--- config.mk ---
export PLATFORM = sky130hd
export DESIGN_NAME = zsn_ctrl
export DESIGN_NICKNAME = d
export VERILOG_FILES = /design/src/design/zsn_pkg.sv /design/src/design/zsn_ctrl.sv
export SDC_FILE = /design/constraint.sdc
export NUM_CORES = 1
export LEC_CHECK = 0
export ABC_AREA = 0
export BUFFER_PORTS_ARGS = -buffer_cell sky130_fd_sc_hd__buf_2
export CORE_AREA = 2 2 39 41
export CTS_CLUSTER_SIZE = 40
export DETAILED_ROUTE_END_ITERATION = 7
export DIE_AREA = 0 0 41 43
export MAX_ROUTING_LAYER = met4
export SYNTH_ARGS = -nofsm -noshare
export SYNTH_HDL_FRONTEND = slang
export SYNTH_SLANG_ARGS = --single-unit
--- constraint.sdc ---
create_clock -name i_clk -period 2.97 [get_ports i_clk]
set_input_delay 0.594 -clock i_clk [delete_from_list [all_inputs] [get_ports i_clk]]
set_output_delay 0.594 -clock i_clk [all_outputs]
set_load 0.05 [all_outputs]
--- src/design/zsn_pkg.sv ---
`timescale 1ns / 1ps
package zsn_pkg;

    // Fixed data widths
    localparam int SMP_W      = 16;
    localparam int FRAC_SHIFT = 22;
    localparam int ROOT_W     = 32;
    localparam int SQ_W       = 64;
    localparam int QUO_W      = 16;

    // A quotient at or above this bound saturates in either direction
    localparam logic [QUO_W:0] SAT_BOUND = 17'd32769;
    localparam logic [QUO_W-1:0] POS_MAX = 16'h7FFF;
    localparam logic [QUO_W-1:0] NEG_MIN = 16'h8000;

    typedef struct packed {
        logic signed [SMP_W-1:0] sample;
        logic                    last_sample;
    } t_in_word;

    typedef struct packed {
        logic signed [SMP_W-1:0] value;
        logic                    passed_through;
        logic                    last_result;
    } t_out_word;

    typedef enum logic [3:0] {
        ST_LOAD,
        ST_MUL_NQ,
        ST_MUL_SS,
        ST_DIFF,
        ST_SQRT,
        ST_LIM,
        ST_READ,
        ST_NUM,
        ST_CHK,
        ST_DIV,
        ST_EMIT,
        ST_WAIT
    } t_state;

    // Controller to datapath
    typedef struct packed {
        logic load;
        logic mul_nq;
        logic mul_ss;
        logic diff;
        logic sqrt_step;
        logic lim;
        logic rd;
        logic num;
        logic chk;
        logic div_step;
        logic emit;
        logic next;
        logic clr;
    } t_cmd;

    // Datapath to controller
    typedef struct packed {
        logic closing;
        logic sqrt_done;
        logic pass;
        logic div_done;
        logic last_idx;
        logic out_taken;
    } t_status;

endpackage

--- src/design/zsn_ctrl.sv ---
`timescale 1ns / 1ps
module zsn_ctrl (
    input  logic             i_clk,
    input  logic             i_rst_n,
    input  logic             i_in_valid,
    input  zsn_pkg::t_status i_status,
    output logic             o_in_stall,
    output zsn_pkg::t_cmd    o_cmd
);
    import zsn_pkg::*;

    t_state r_state, n_state;

    // State register
    always_ff @(posedge i_clk) begin
        if (!i_rst_n) begin
            r_state <= ST_LOAD;
        end else begin
            r_state <= n_state;
        end
    end

    // Next state and commands
    always_comb begin
        n_state    = r_state;
        o_cmd      = '0;
        o_in_stall = 1'b1;
        case (r_state)
            ST_LOAD: begin
                o_in_stall = 1'b0;
                if (i_in_valid) begin
                    o_cmd.load = 1'b1;
                    if (i_status.closing) n_state = ST_MUL_NQ;
                end
            end
            ST_MUL_NQ: begin
                o_cmd.mul_nq = 1'b1;
                n_state = ST_MUL_SS;
            end
            ST_MUL_SS: begin
                o_cmd.mul_ss = 1'b1;
                n_state = ST_DIFF;
            end
            ST_DIFF: begin
                o_cmd.diff = 1'b1;
                n_state = ST_SQRT;
            end
            ST_SQRT: begin
                o_cmd.sqrt_step = 1'b1;
                if (i_status.sqrt_done) n_state = ST_LIM;
            end
            ST_LIM: begin
                o_cmd.lim = 1'b1;
                n_state = ST_READ;
            end
            ST_READ: begin
                o_cmd.rd = 1'b1;
                n_state = ST_NUM;
            end
            ST_NUM: begin
                o_cmd.num = 1'b1;
                n_state = i_status.pass ? ST_EMIT : ST_CHK;
            end
            ST_CHK: begin
                o_cmd.chk = 1'b1;
                n_state = ST_DIV;
            end
            ST_DIV: begin
                o_cmd.div_step = 1'b1;
                if (i_status.div_done) n_state = ST_EMIT;
            end
            ST_EMIT: begin
                o_cmd.emit = 1'b1;
                n_state = ST_WAIT;
            end
            ST_WAIT: begin
                if (i_status.out_taken) begin
                    if (i_status.last_idx) begin
                        o_cmd.clr = 1'b1;
                        n_state = ST_LOAD;
                    end else begin
                        o_cmd.next = 1'b1;
                        n_state = ST_READ;
                    end
                end
            end
            default: n_state = ST_LOAD;
        endcase
    end

endmodule

==> results by group <==
Global route
  • Vias in the first global route: ~320
  • Global-route wire length before repair: 1350 µm
  • Initial antenna violation count: 0
  • GRT Util Overall: 0.114
  • GRT busiest layer: met1
  • GR Layer Usage met3: 0.0157
  • Largest net degree at the start of global routing: 15
  • GR met2 Demand/Resource: 0.147
  • Grt ovf: 0
  • M1 GR Usage: 0.159

Synth
  • Simple-gate share of the synthesized area: 0.446
  • Compound-Gate Fraction of Synth Area: 0.221
  • Sequential share of the synthesized area: 0.208
  • Syn Inst Count: between 50 and 60
  • Syn Nets: 61
  • Adder-cell area share of the yosys netlist: 0
  • Distinct cells, synth: 29
  • Syn. warnings: 0
  • Syn avg cell area: 7.39 µm²
  • Mux share of post-synthesis cell area: 0.0261
  • Largest family of logic cells by synthesized area: simple AND/OR/NAND/NOR gates
  • Xor-xnor portion of the synthesized cell area: 0.0228
  • Yosys reg bits: 4
  • Mapped cell area: 384 µm²

Floorplanning
  • Starting Density: 0.278
  • Io pins: 23
  • Horiz. Die Dim: about 41 µm
  • Core area: 1380 µm²
  • Die area: 1760 µm²
  • Die height: around 43 µm
  • Row count: 14

Timing
  • # setup viols final: 0
  • Max-slew violation count: 0
  • Final min period: around 2.2 ns
  • Final Cycle Share: 0.736
  • Maximum clock frequency: 0.458 GHz
  • Fin. Hold Viols: 0
  • Actual slew at the worst max-slew pin: 0.489 ns
  • RSZ-0062 raised after global routing: false
  • TNS Setup: 0 ns
  • Clock Skew: 0.000645 ns
  • Max_slew headroom: 0.673

Critical path
  • WP buf/inv: 1
  • Worst endpoint required time: 2.38 ns
  • CP Max Fanout: 14
  • Critical Path End Type: output pin
  • Crit path DAT: ~1.6 ns
  • Startpoint Class: flop
  • Critical path cell sequence: nor4_2, and2_1, buf_2
  • Slowest stage delay, CP: 0.49 ns
  • CP delay by family, top: simple AND/OR/NAND/NOR gates
  • CP max-delay cell: nor4_2
  • Kind of critical path: reg -> out

Flow run
  • Max-capacitance violation count: 0

Finish
  • Register area: 80.1 µm²
  • Area Growth Syn to Fin: 33.2%
  • Commonest non-fill, non-tap cell in the layout: buf_2
  • Post-route cell area: 512 µm²
  • # diodes: 0
  • Max reg flops: 4
  • Largest regs: r_state (4)
  • Most frequent cells in the layout: buf_2 (22), nor3_1 (6), nor2_1 (5), nand2b_1 (4), dfxtp_1 (4)
  • Largest Register: r_state
  • Fill cells: 149
  • Layout cells sized above 1: 0.411
  • Area of the multi-input gates: approximately 280 µm²
  • Nets: 84

Pwr
  • Power share of the sequential group: 0.348
  • Combinational share of power: 0.299
  • Clock share of power: 0.352
  • Leakage: roughly 0.25 nW
  • Net switching power: around 0.063 mW
  • Switch share: 0.344
  • PD cells: approximately 360 nW/µm²
  • Peak supply drop: 0.120 mV
  • P_int: 0.120 mW

Drt
  • Total number of vias: 440
  • Number of vias per cell: 4.94
  • Drt first pass iters: 1
  • Routed len/inst: slightly above 10 µm
  • Final ANT Viol Nets: 0
  • Post-route DRC: 0
  • Drt total wl: 917 µm
  • Number of DRC markers in iteration 0: 0

Placed design
  • Placed instance area: 489 µm²
  • Detailed Place HPWL: 684 µm
  • RD Place Congestion: 0.752
  • Number of buffers added on ports: 22

Clocking
  • CTS root buf: clkbuf_4
  • Clk slew on worst S/H paths: 0.04 ns
  • Post-CTS Hold Buffers: 0
  • Post-cts gate resize count: 0
  • Clk_lat worst skew: 0.23 ns
  • Setup bufs post-CTS: 0
  • H-tree depth: 1
  • Max clock buf depth: 2
  • TritonCTS Buffers: 3
  • Clk sinks: 4
  • TritonCTS clock tree: done

Worst hold path
  • Hold WC Path Type: in -> reg

Run status
  • Status: finished clean
power by group through the flow:
stage,Clock [mW],Sequential (mW),Combinational (mW)
after CTS,0.0680,0.0639,0.0552
after floorplan,0,0.0589,0.0475
after detailed placement,0,0.0647,0.0550
after global routing,0.0694,0.0647,0.0604
after global placement,0,0.0645,0.0549
final,0.0646,0.0639,0.0549
layer usage:
metal | wire length (µm) | up-vias | part of all wire
li1 | - | 235 | -
met1 | 434 | 194 | 0.47
met2 | 444 | 11 | 0.48
met3 | 37 | 0 | 0.040
met4 | 0 | 0 | 0
met5 | 0 | - | 0
path summary, 6_finish.rpt:
kind | startpoint | endpoint | slack (ns) | depth (start not counted)
worst max-delay path | r_state[3]$_SDFFE_PN0P_ | o_cmd[12] | 0.78 | 3
worst min-delay path | i_rst_n | r_state[3]$_SDFFE_PN0P_ | 0.62 | 2
worst min register to register | r_state[3]$_SDFFE_PN0P_ | r_state[3]$_SDFFE_PN0P_ | 0.73 | 2
worst max register to register | r_state[1]$_SDFFE_PN0P_ | r_state[1]$_SDFFE_PN0P_ | 1.52 | 4
cell families after synthesis:
| group | after synthesis |
|---|---|
| AND/OR/NAND/NOR | 30 |
| AO/OA/AOI/OAI | 11 |
| buffers and inverters | 5 |
| flip-flops | 4 |
| XOR/XNOR | 1 |
| multiplexers | 1 |
cell type report:
class                   instances  area share
clock buffers                   3      0.0440
repair buffers                 22       0.215
well taps                      16      0.0391
flip-flops and latches          4       0.156
inverters                       1     0.00733
multi-input cells              43       0.538
worst register-to-register path, cell delays in order, from the launching register on:
cell	delay (ns)
dfxtp_1	0.62
mux2i_1	0.18
a32oi_1	0.28
o2111ai_1	0.15
a21boi_1	0.16
metrics by stage:
| stage | utilization | power (mW) | worst slack [ns] | instances | hold WS [ns] |
|---|---|---|---|---|---|
| 3_3_place_gp | 0.354 | 0.119 | 1.03 | 86 | 0.725 |
| 5_1_grt | 0.370 | 0.195 | 0.639 | 89 | 0.630 |
| 2_1_floorplan | - | 0.106 | 0.678 | 52 | 0.577 |
| 3_5_place_dp | 0.354 | 0.120 | 1.01 | 86 | 0.729 |
| 6_report | 0.370 | 0.183 | 0.785 | 89 | 0.622 |
| 4_1_cts | 0.370 | 0.187 | 0.757 | 89 | 0.618 |
cell usage after synthesis:
library cell,instances,area [µm²]
o21bai_1,1,7.51
xor2_1,1,8.76
o2111ai_1,1,8.76
or2_2,1,6.26
a21boi_1,1,7.51
a32oi_1,1,8.76
buf_4,1,7.51
clkbuf_4,1,7.51
mux2i_1,1,10.0
and3_1,3,18.8
a211o_1,1,8.76
nor3_1,6,30.0
nor4_2,1,12.5
inv_1,1,3.75
nand2_1,2,7.51
buf_2,2,10.0
a31oi_1,2,12.5
or3_1,1,6.26
dfxtp_1,4,80.1
nand2b_1,4,25.0
nor2b_1,3,18.8
a21oi_1,1,5.00
o21ai_0,1,5.00
and2_1,1,6.26
o22ai_1,1,6.26
and3b_1,1,8.76
a221oi_2,1,15.0
nand2_2,2,12.5
nor2_1,5,18.8
Note: power is estimated with default switching activity, not from simulation.
